### config.mk
export PLATFORM = sky130hd
export DESIGN_NAME = motif_site_distance_scanner
export DESIGN_NICKNAME = d
export VERILOG_FILES = /design/src/rtl/msds_pkg.sv /design/src/rtl/msds_cell.sv /design/src/rtl/msds_tracker.sv /design/src/rtl/msds_result_fifo.sv /design/src/rtl/motif_site_distance_scanner.sv
export SDC_FILE = /design/constraint.sdc
export NUM_CORES = 2
export LEC_CHECK = 0
export ABC_AREA = 1
export BUFFER_PORTS_ARGS = -buffer_cell sky130_fd_sc_hd__buf_2
export CAP_MARGIN = 20
export CORE_MARGIN = 2
export CORE_UTILIZATION = 30
export DETAILED_ROUTE_END_ITERATION = 7
export PLACE_DENSITY = 0.56
export SETUP_SLACK_MARGIN = 0.05
export SYNTH_ARGS = -nofsm -noshare
export SYNTH_HDL_FRONTEND = slang
export SYNTH_SLANG_ARGS = --single-unit
### constraint.sdc
create_clock -name clk -period 6.4 [get_ports clk]
set_clock_uncertainty 0.2 [all_clocks]
set_input_delay 1.28 -clock clk [delete_from_list [all_inputs] [get_ports clk]]
set_output_delay 1.28 -clock clk [all_outputs]
set_load 0.1 [all_outputs]
### src/rtl/msds_pkg.sv
// Shared types, constants and helpers for the motif site distance scanner.
package msds_pkg;

    localparam int MAX_MOTIF  = 8;
    localparam int CHAR_W     = 8;
    localparam int LEN_W      = 4;
    localparam int CELL_IDX_W = $clog2(MAX_MOTIF);
    localparam int MOTIF_W    = MAX_MOTIF * CHAR_W;
    localparam int CNT_W      = 32;
    localparam int FIFO_DEPTH = 4;
    localparam int FIFO_PTR_W = $clog2(FIFO_DEPTH);
    localparam int FIFO_CNT_W = $clog2(FIFO_DEPTH + 1);

    localparam logic [CNT_W-1:0] CNT_MAX   = '1;
    localparam logic [LEN_W-1:0] LEN_RESET = LEN_W'(4);

    typedef enum logic [0:0] {
        REG_MOTIF_CHARS = 1'b0,
        REG_MOTIF_LEN   = 1'b1
    } cfg_reg_t;

    typedef enum logic [0:0] {
        KIND_DISTANCE = 1'b0,
        KIND_SUMMARY  = 1'b1
    } kind_t;

    // What the cell row hands to the site tracker for one item.
    typedef struct packed {
        logic             match;
        logic             eos;
        logic [CNT_W-1:0] start;
        logic [CNT_W-1:0] seq_len;
    } scan_t;

    typedef struct packed {
        kind_t            kind;
        logic [CNT_W-1:0] distance;
        logic [CNT_W-1:0] pre_dist;
        logic [CNT_W-1:0] post_dist;
        logic [CNT_W-1:0] site_count;
        logic             enough_sites;
        logic             last;
    } result_t;

    // Cell k holds the k-th newest character, which must equal motif byte len-1-k.
    function automatic logic [CHAR_W-1:0] expected_byte(
        input logic [MOTIF_W-1:0]    motif,
        input logic [LEN_W-1:0]      len_used,
        input logic [CELL_IDX_W-1:0] cell_idx
    );
        logic [CELL_IDX_W-1:0] sel;
        sel = CELL_IDX_W'(len_used - LEN_W'(1) - LEN_W'(cell_idx));
        return motif[sel*CHAR_W +: CHAR_W];
    endfunction

endpackage

### src/rtl/msds_cell.sv
// One window cell: holds a character, passes it on and compares the incoming one.
module msds_cell
    import msds_pkg::*;
(
    input  logic              clk,
    input  logic              rst_n,
    input  logic              shift_en,
    input  logic [CHAR_W-1:0] d_in,
    input  logic [CHAR_W-1:0] exp_byte,
    input  logic              in_use,
    output logic [CHAR_W-1:0] q,
    output logic              hit
);

    logic [CHAR_W-1:0] char_reg;

    always_ff @(posedge clk or negedge rst_n)
    begin
        if (!rst_n)
        begin
            char_reg <= '0;
        end
        else if (shift_en)
        begin
            char_reg <= d_in;
        end
    end

    // The compare looks at the character this cell takes on the current shift.
    assign hit = !in_use || (d_in == exp_byte);
    assign q   = char_reg;

endmodule

### src/rtl/msds_tracker.sv
// Site tracker: keeps per-sequence site state and forms up to two results per item.
module msds_tracker
    import msds_pkg::*;
(
    input  logic    clk,
    input  logic    rst_n,
    input  logic    fire,
    input  scan_t   scan,
    output result_t res0,
    output logic    res0_valid,
    output result_t res1,
    output logic    res1_valid
);

    logic [CNT_W-1:0] last_site_reg, last_site_next;
    logic             have_site_reg, have_site_next;
    logic             first_seen_reg, first_seen_next;
    logic [CNT_W-1:0] prefix_reg, prefix_next;
    logic [CNT_W-1:0] count_reg, count_next;

    logic             emit_dist;
    logic [CNT_W-1:0] site_gap;
    logic [CNT_W-1:0] count_after;
    logic             first_after;
    logic [CNT_W-1:0] prefix_after;
    logic [CNT_W-1:0] last_after;
    logic [CNT_W-1:0] post_val;
    result_t          dist_res;
    result_t          sum_res;

    always_comb
    begin
        emit_dist    = scan.match && have_site_reg;
        site_gap     = scan.start - last_site_reg;
        count_after  = (emit_dist && (count_reg != CNT_MAX)) ? count_reg + CNT_W'(1) : count_reg;
        first_after  = first_seen_reg || emit_dist;
        prefix_after = (emit_dist && !first_seen_reg) ? last_site_reg : prefix_reg;
        last_after   = scan.match ? scan.start : last_site_reg;
        post_val     = (scan.seq_len > last_after) ? scan.seq_len - last_after - CNT_W'(1) : '0;

        dist_res              = '0;
        dist_res.kind         = KIND_DISTANCE;
        dist_res.distance     = site_gap;
        dist_res.last         = !scan.eos;

        sum_res               = '0;
        sum_res.kind          = KIND_SUMMARY;
        sum_res.pre_dist      = first_after ? prefix_after : '0;
        sum_res.post_dist     = first_after ? post_val : '0;
        sum_res.site_count    = count_after;
        sum_res.enough_sites  = first_after;
        sum_res.last          = 1'b1;
    end

    // The first slot carries the distance when there is one, else the summary.
    always_comb
    begin
        res0       = emit_dist ? dist_res : sum_res;
        res0_valid = emit_dist || scan.eos;
        res1       = sum_res;
        res1_valid = emit_dist && scan.eos;
    end

    always_comb
    begin
        last_site_next  = last_site_reg;
        have_site_next  = have_site_reg;
        first_seen_next = first_seen_reg;
        prefix_next     = prefix_reg;
        count_next      = count_reg;
        if (fire)
        begin
            if (scan.eos)
            begin
                last_site_next  = '0;
                have_site_next  = 1'b0;
                first_seen_next = 1'b0;
                prefix_next     = '0;
                count_next      = '0;
            end
            else
            begin
                last_site_next  = last_after;
                have_site_next  = have_site_reg || scan.match;
                first_seen_next = first_after;
                prefix_next     = prefix_after;
                count_next      = count_after;
            end
        end
    end

    always_ff @(posedge clk or negedge rst_n)
    begin
        if (!rst_n)
        begin
            last_site_reg  <= '0;
            have_site_reg  <= 1'b0;
            first_seen_reg <= 1'b0;
            prefix_reg     <= '0;
            count_reg      <= '0;
        end
        else
        begin
            last_site_reg  <= last_site_next;
            have_site_reg  <= have_site_next;
            first_seen_reg <= first_seen_next;
            prefix_reg     <= prefix_next;
            count_reg      <= count_next;
        end
    end

endmodule

### src/rtl/msds_result_fifo.sv
// Small result queue that takes up to two items per cycle and gives one when the reader is ready.
module msds_result_fifo
    import msds_pkg::*;
(
    input  logic    clk,
    input  logic    rst_n,
    input  logic    wr0,
    input  result_t d0,
    input  logic    wr1,
    input  result_t d1,
    output logic    space2,
    output logic    out_valid,
    input  logic    out_ready,
    output result_t out_data
);

    result_t               mem [FIFO_DEPTH];
    logic [FIFO_PTR_W-1:0] head_reg, head_next;
    logic [FIFO_PTR_W-1:0] tail_reg, tail_next;
    logic [FIFO_CNT_W-1:0] count_reg, count_next;
    logic                  pop;
    logic [FIFO_CNT_W-1:0] push_n;

    always_comb
    begin
        pop        = out_valid && out_ready;
        push_n     = FIFO_CNT_W'(wr0) + FIFO_CNT_W'(wr1);
        head_next  = head_reg + FIFO_PTR_W'(pop);
        tail_next  = tail_reg + FIFO_PTR_W'(push_n);
        count_next = count_reg + push_n - FIFO_CNT_W'(pop);
    end

    always_ff @(posedge clk or negedge rst_n)
    begin
        if (!rst_n)
        begin
            head_reg  <= '0;
            tail_reg  <= '0;
            count_reg <= '0;
        end
        else
        begin
            head_reg  <= head_next;
            tail_reg  <= tail_next;
            count_reg <= count_next;
        end
    end

    always_ff @(posedge clk)
    begin
        if (wr0)
        begin
            mem[tail_reg] <= d0;
        end
        if (wr1)
        begin
            mem[tail_reg + FIFO_PTR_W'(1)] <= d1;
        end
    end

    assign space2    = count_reg <= FIFO_CNT_W'(FIFO_DEPTH - 2);
    assign out_valid = count_reg != '0;
    assign out_data  = mem[head_reg];

endmodule

### src/rtl/motif_site_distance_scanner.sv
// Top level of the motif site distance scanner.
//
//  channel  direction  carries
//  s_*      in         tdata[7:0] = ch, tlast = end_of_seq
//  m_*      out        tdata = distance, pre_dist, post_dist, site_count, enough_sites;
//                      tuser = kind, tlast = last
//  cfg_*    in         cfg_index 0 = motif_chars, 1 = motif_len
//
// One character is accepted per cycle while s_tready is high; the match is registered
// after the cell row, and the results enter the output queue once it has room for two.
// The single output port sets the rate when an item causes two results.
// Reset clears the window, counters and queue; motif_len comes up as 4.
// A stalled output only holds the input once the four-entry queue cannot take two more.
module motif_site_distance_scanner
    import msds_pkg::*;
(
    input  logic                clk,
    input  logic                rst_n,
    input  logic                s_tvalid,
    output logic                s_tready,
    input  logic [CHAR_W-1:0]   s_tdata,   // [7:0] ch
    input  logic                s_tlast,
    output logic                m_tvalid,
    input  logic                m_tready,
    output logic [135:0]        m_tdata,   // [31:0] distance, [63:32] pre_dist,
                                           // [95:64] post_dist, [127:96] site_count,
                                           // [128] enough_sites, rest zero
    output logic                m_tuser,   // [0] kind
    output logic                m_tlast,
    input  logic                cfg_we,
    input  cfg_reg_t            cfg_index,
    input  logic [MOTIF_W-1:0]  cfg_data
);

    logic [MOTIF_W-1:0] motif_chars_reg;
    logic [LEN_W-1:0]   motif_len_reg;
    logic [LEN_W-1:0]   len_used;
    logic [CNT_W-1:0]   pos_reg, pos_next;
    logic [CNT_W-1:0]   seq_len;
    logic               s1_valid_reg, s1_valid_next;
    scan_t              s1_reg, s1_next;
    logic               accept;
    logic               consume;
    logic               space2;
    logic [CHAR_W-1:0]  cell_q   [MAX_MOTIF];
    logic [MAX_MOTIF-1:0] hits;
    result_t            res0, res1, out_res;
    logic               res0_valid, res1_valid;

    always_ff @(posedge clk or negedge rst_n)
    begin
        if (!rst_n)
        begin
            motif_chars_reg <= '0;
            motif_len_reg   <= LEN_RESET;
        end
        else if (cfg_we)
        begin
            case (cfg_index)
                REG_MOTIF_CHARS: motif_chars_reg <= cfg_data;
                REG_MOTIF_LEN:   motif_len_reg   <= cfg_data[LEN_W-1:0];
                default:         ;
            endcase
        end
    end

    always_comb
    begin
        if (motif_len_reg == '0)
        begin
            len_used = LEN_W'(1);
        end
        else if (motif_len_reg > LEN_W'(MAX_MOTIF))
        begin
            len_used = LEN_W'(MAX_MOTIF);
        end
        else
        begin
            len_used = motif_len_reg;
        end
    end

    assign accept  = s_tvalid && s_tready;
    assign consume = s1_valid_reg && space2;
    assign s_tready = !s1_valid_reg || space2;

    genvar k;
    generate
        for (k = 0; k < MAX_MOTIF; k++)
        begin : g_cell
            logic [CHAR_W-1:0] d_in;
            if (k == 0)
            begin : g_head
                assign d_in = s_tdata;
            end
            else
            begin : g_body
                assign d_in = cell_q[k-1];
            end
            msds_cell u_cell (
                .clk      (clk),
                .rst_n    (rst_n),
                .shift_en (accept),
                .d_in     (d_in),
                .exp_byte (expected_byte(motif_chars_reg, len_used, CELL_IDX_W'(k))),
                .in_use   (LEN_W'(k) < len_used),
                .q        (cell_q[k]),
                .hit      (hits[k])
            );
        end
    endgenerate

    always_comb
    begin
        seq_len        = (pos_reg == CNT_MAX) ? pos_reg : pos_reg + CNT_W'(1);
        pos_next       = pos_reg;
        s1_valid_next  = s1_valid_reg;
        s1_next        = s1_reg;
        if (consume)
        begin
            s1_valid_next = 1'b0;
        end
        if (accept)
        begin
            pos_next         = s_tlast ? '0 : seq_len;
            s1_valid_next    = 1'b1;
            // The window is full enough once position reaches motif length minus one.
            s1_next.match    = (&hits) && (pos_reg >= CNT_W'(len_used - LEN_W'(1)));
            s1_next.eos      = s_tlast;
            s1_next.start    = pos_reg - CNT_W'(len_used - LEN_W'(1));
            s1_next.seq_len  = seq_len;
        end
    end

    always_ff @(posedge clk or negedge rst_n)
    begin
        if (!rst_n)
        begin
            pos_reg      <= '0;
            s1_valid_reg <= 1'b0;
        end
        else
        begin
            pos_reg      <= pos_next;
            s1_valid_reg <= s1_valid_next;
        end
    end

    always_ff @(posedge clk)
    begin
        s1_reg <= s1_next;
    end

    msds_tracker u_tracker (
        .clk        (clk),
        .rst_n      (rst_n),
        .fire       (consume),
        .scan       (s1_reg),
        .res0       (res0),
        .res0_valid (res0_valid),
        .res1       (res1),
        .res1_valid (res1_valid)
    );

    msds_result_fifo u_fifo (
        .clk       (clk),
        .rst_n     (rst_n),
        .wr0       (consume && res0_valid),
        .d0        (res0),
        .wr1       (consume && res1_valid),
        .d1        (res1),
        .space2    (space2),
        .out_valid (m_tvalid),
        .out_ready (m_tready),
        .out_data  (out_res)
    );

    assign m_tdata = {7'b0, out_res.enough_sites, out_res.site_count, out_res.post_dist,
                      out_res.pre_dist, out_res.distance};
    assign m_tuser = out_res.kind;
    assign m_tlast = out_res.last;

endmodule

; Word-level counts from Yosys, hierarchy flattened
; Memory sizes are Yosys's and may differ from the RTL's.
; Cells that the tools add are included.
[op_classes]
shifts = 8
n_reduce_logical = 39
bitwise = 1
n_eq_ne = 10
n_addsub = 21
n_lt_le_gt_ge = 12
mux = 22
[ops]
columns = op, count
row1 = variable part select 64 x 7 -> 8 bit, 8
row2 = 2-to-1 mux 32 bit, 11
row3 = 2-to-1 mux 131 bit, 1
row4 = subtractor 32 bit, 3
row5 = adder 32 x 1 -> 32 bit (second input constant), 2
row6 = == test 8 bit, 8
row7 = == test 32 bit (second input constant), 1
row8 = >= comparator 32 bit, 1
row9 = > comparator 32 bit, 1
row10 = != test 32 bit (second input constant), 1
row11 = subtractor 32 x 1 -> 32 bit (second input constant), 1
row12 = less-than comparator 3 x 4 -> 1 bit (first input constant), 4
row13 = logical OR 1 bit, 12
row14 = subtractor 3 bit (second input constant), 4
row15 = zero test 1 bit, 11
row16 = logical AND 1 bit, 10
row17 = less-than comparator 1 x 4 -> 1 bit (first input constant), 2
row18 = less-than comparator 2 x 4 -> 1 bit (first input constant), 2
row19 = 2-to-1 mux 1 bit, 8
row20 = 2-to-1 mux 4 bit, 2
row21 = AND reduction 8 bit, 1
row22 = subtractor 3 x 1 -> 3 bit (second input constant), 2
row23 = subtractor 3 x 2 -> 3 bit (second input constant), 2
row24 = subtractor 4 x 1 -> 5 bit (second input constant), 1
row25 = 13 further kinds, 14
[totals]
mem_count = 1
regBits = 328
out_inout_bits = 140
elab_cells = 137
ramBits = 524
[mem_list]
columns = name, words, width, rd, rd_clocked_by_memory_dff, wr, line
row1 = u_fifo.mem, 4, 131, 1, 0, 2, msds_result_fifo.sv:17  ; result_t mem [FIFO_DEPTH];

; Longest topological paths before layout
[depth]
depth_word = 10
ltp_mapped = 25

; Cells and area by module
; A second synthesis with hierarchy kept.
[unflattened]
cells_unflattened = 7725
area_unflattened_um2 = 55863.6
[by_module_without_submodules]
columns = mod, cells_per_inst, n_inst, area_each_um2
row1 = msds_result_fifo, 3869, 1, 29991.3
row2 = msds_tracker, 1951, 1, 11335.9
row3 = motif_site_distance_scanner, 1441, 1, 11023.1
row4 = msds_cell, 58, 8, 439.2

; Worst setup path after synthesis
; OpenSTA, ideal clock, no wires.
[synth_timing]
path_type = register -> output
start = reg u_fifo.head_reg[0]
end = out m_tuser
arrival_time_ps = 3342
path_slack_ps = 1578
stages_incl_launch_ff = 7
cell_sequence = dfrtp_1 -> clkbuf_1 -> inv_1 -> clkbuf_1 -> clkbuf_1 -> o21ai_0 -> o21ai_0
[synth_via]
elab_chain_len = 1
[synth_lines]
columns = element, line
row1 = "start, declared", msds_result_fifo.sv:18  ; logic [FIFO_PTR_W-1:0] head_reg, head_next;
row2 = "start signal, assigned", msds_result_fifo.sv:43  ; head_reg <= head_next;
row3 = memory read (4 x 131 bit), n/a
row4 = "end, declared", motif_site_distance_scanner.sv:28  ; output logic m_tuser,
; No other way between the ends.

; Final worst setup path
[layout_timing]
start = reg u_fifo.head_reg[1]
end = out m_tdata[19]
[layout_via]
elab_chain_len = 1
[layout_lines]
columns = element, line
row1 = memory read (4 x 131 bit), n/a
row2 = "end, declared", motif_site_distance_scanner.sv:25  ; output logic [135:0] m_tdata,
; No other way between the ends.

==> results.md <==
- Status: finished, final reports clean
- First-pass GRT wire length: 239600 um
- Distinct cells, synth: 57
- Antenna violations before repair: 5
- FILL cells: 15.78k
- Post-CTS sizing: 0
- Core area: 0.1503 mm2
- Max cap viols: 0
- Hold buffer count at CTS: 0
- Grt ovf: 0
- Pwr per Cell Area: roughly 540 mW/mm2
- Setup TNS: 0 ns
- Final nets: 5866
- TritonCTS clock tree: yes
- Ys flop type: edfxtp_1
- Mean routed wirelength per cell: around 20 um
- Post-synthesis mux area share: less than 1%
- I/O Buffers: between 200 and 250
- Largest fanout on the critical path: 93
- Relative slew slack: 26.02%
- Register bit total from synthesis: around 850
- Area growth from synthesis to layout: 13.91%
- Synthesized cell area: 0.04555 mm2
- Die Wd: 393.6 um
- Pin count of the biggest net entering global routing: 182
- Number of flops mapped to enable cells by yosys: 454
- Synth Area in Compound Gates: 15.20%
- Clock latency on the worst-skew pair: 0.72 ns
- Initial core utilization: ~30%
- Net Sw Power: 0.01504 W
- Routability cong.: 0.9272
- Pint: 0.01320 W
- Rows: 142
- GRT Total Usage: 19.71%
- Largest register FFs: 524
- Final WL: 157200 um
- FFs w/ async S/R, synth: 30.75%
- Critical path type: reg2out
- Post-Route Utilization: 34.52%
- Critical Path Source Type: flop
- Vias: 40.20k
- Initial DRC Count: 3443
- Final setup violation count: 0
- Yosys warning total: 0
- Leakage: 20.82 nW
- DRT antenna net count: 0
- Number of global-route vias before repair: approximately 38k
- Die area: 0.1550 mm2
- Synth Area in XOR/XNOR: under 10%
- # DRC: 0
- Post-Syn Instances: 5568
- Unrepaired setup endpoints after global routing: false
- Sw Ratio: a little over half
- Fraction of power consumed by combinational cells: between 50% and 60%
- Commonest non-fill, non-tap cell in the layout: nand2_1
- TritonCTS buffer count: 94
- Post-Synth Simple-Gate Area: 22.75%
- DP Wirelength: 108000 um
- Final Cycle Share: 75.59%
- Sink Count: 852
- Setup Fix Bufs, Post-CTS: 0
- Post-synthesis sequential area ratio: between 50% and 60%
- CP endpoint kind: primary output
- H-tree Lvls: 3
- Largest family of logic cells by synthesized area: simple AND/OR/NAND/NOR gates
- Via density: 5.172
- Clk root buf: clkbuf_16
- Chip Height: between 300 and 400 um
- Clk slew on worst S/H paths: 0.06 ns
- CP arrival: 3.36 ns
- Hold Path Class: reg2reg
- Clock power share: between 10% and 20%
- Synthesized-area fraction occupied by adder cells: 3.126%
- Max VDD drop: around 0.56 mV
- Final min period: 4.838 ns
- # IOs: ~220
- CP required: 4.92 ns
- First drt pass iteration count: 6
- Avg Inst Size Synth: a little over 8 um2
- Fraction of layout cells with a size suffix above 1: 9.032%
- Slew @ Worst Pin: 1.110 ns
- Final-report hold violation count: 0
- Max Fclk: ~0.21 GHz
- Sequential power share: 27.1%
- Final max-slew violation count: 0
- Clock Path Buffers: 3
- Most frequent cells in the layout: nand2_1 (1147), nor2_1 (755), o21ai_0 (670)
kinds of logic after synthesis:
| kind of cell | after synthesis |
|---|---|
| simple gates | 2512 |
| compound gates | 1257 |
| flops | 852 |
| buf+inv | 711 |
| fa+ha+maj | 112 |
| xor+xnor | 96 |
| mux | 26 |
| other cells | 2 |
metal layers:
layer / global-route usage, % / up-vias / routed length, um
met3: 3.005 / 230 / 10030
met4: 6.274 / 2 / 4590
li1: - / 19230 / -
met1: 27.56 / 19390 / 71580
met2: 31.18 / 1355 / 71040
met5: 0 / - / 8
worst max-delay path, cell delays in order (launching register included):
cell and delay, ns:
dfrtp_4 0.50, inv_4 0.38, buf_12 0.41, o21ai_0 0.18, o22ai_1 0.55, buf_2 0.55
final cells by class:
cell class | count | area [um2] | area share, %
clock inverters | 42 | 450.4 | 0.8682
flip-flops and latches | 852 | 22920 | 44.18
well taps | 2016 | 2522 | 4.862
repair buffers | 268 | 1607 | 3.097
multi-input cells | 4038 | 20050 | 38.65
clock buffers | 136 | 2736 | 5.274
inverters | 421 | 1590 | 3.065
diodes | 1 | 2.502 | 0.004823
cell usage after synthesis, types with 15 or more instances:
cell	count	area (um2)
a21oi_1	204	1021
dfxtp_1	136	2723
inv_1	404	1516
dfrtp_1	261	6531
nand2_1	1157	4343
o22ai_1	274	1714
nand4_1	32	200.2
o21ai_0	670	3353
nor3_1	53	265.3
ha_1	109	1364
mux2_2	26	292.8
buf_1	16	60.06
clkbuf_1	227	852.1
buf_2	32	160.2
a31oi_1	15	93.84
nor4_1	16	100.1
edfxtp_1	454	13630
nor2_1	756	2838
or2_2	28	175.2
xor2_1	83	727.0
o21bai_1	16	120.1
nand3_1	440	2202
final timing paths:
| kind | startpoint | endpoint | slack, ns | cells past startpoint |
|---|---|---|---|---|
| worst max-delay path | u_fifo.head_reg[1]$_DFF_PN0_ | m_tdata[19] | 1.56 | 5 |
| worst min-delay path | u_fifo.mem[1][116]$_SDFFE_PP0P_ | u_fifo.mem[1][116]$_SDFFE_PP0P_ | 0.25 | 2 |
| worst max register to register | u_fifo.count_reg[2]$_DFF_PN0_ | u_fifo.mem[3][53]$_DFFE_PP_ | 1.94 | 14 |
| worst min register to register | u_fifo.mem[1][116]$_SDFFE_PP0P_ | u_fifo.mem[1][116]$_SDFFE_PP0P_ | 0.25 | 2 |
| max in group asynchronous | rst_n | u_fifo.head_reg[1]$_DFF_PN0_ | 4.21 | 2 |
| min in group asynchronous | rst_n | pos_reg[14]$_DFFE_PN0P_ | 0.29 | 1 |
power by group through the flow:
| stage | sequential [W] | combinational (W) | clock [W] |
|---|---|---|---|
| 2_1_floorplan | 0.00747 | 0.0111 | 0 |
| 3_3_place_gp | 0.00773 | 0.0149 | 0 |
| 3_5_place_dp | 0.00774 | 0.0150 | 0 |
| 4_1_cts | 0.00764 | 0.0150 | 0.00572 |
| 5_1_grt | 0.00776 | 0.0161 | 0.00593 |
| 6_report | 0.00766 | 0.0150 | 0.00561 |
through the flow:
step                      power, W  cell area [um2]  std cells  hold WS [ns]  setup WS [ns]
after floorplan            0.01860            45670       5601        0.2214          1.578
after global placement     0.02267            48690       7595        0.2324          1.979
after detailed placement   0.02273            48690       7595        0.2395          1.882
after CTS                  0.02839            51880       7773        0.2550          1.489
after global routing       0.02979            51880       7773        0.2797          1.334
final                      0.02823            51880       7774        0.2510          1.562
Power figures use the tool's default switching activity.
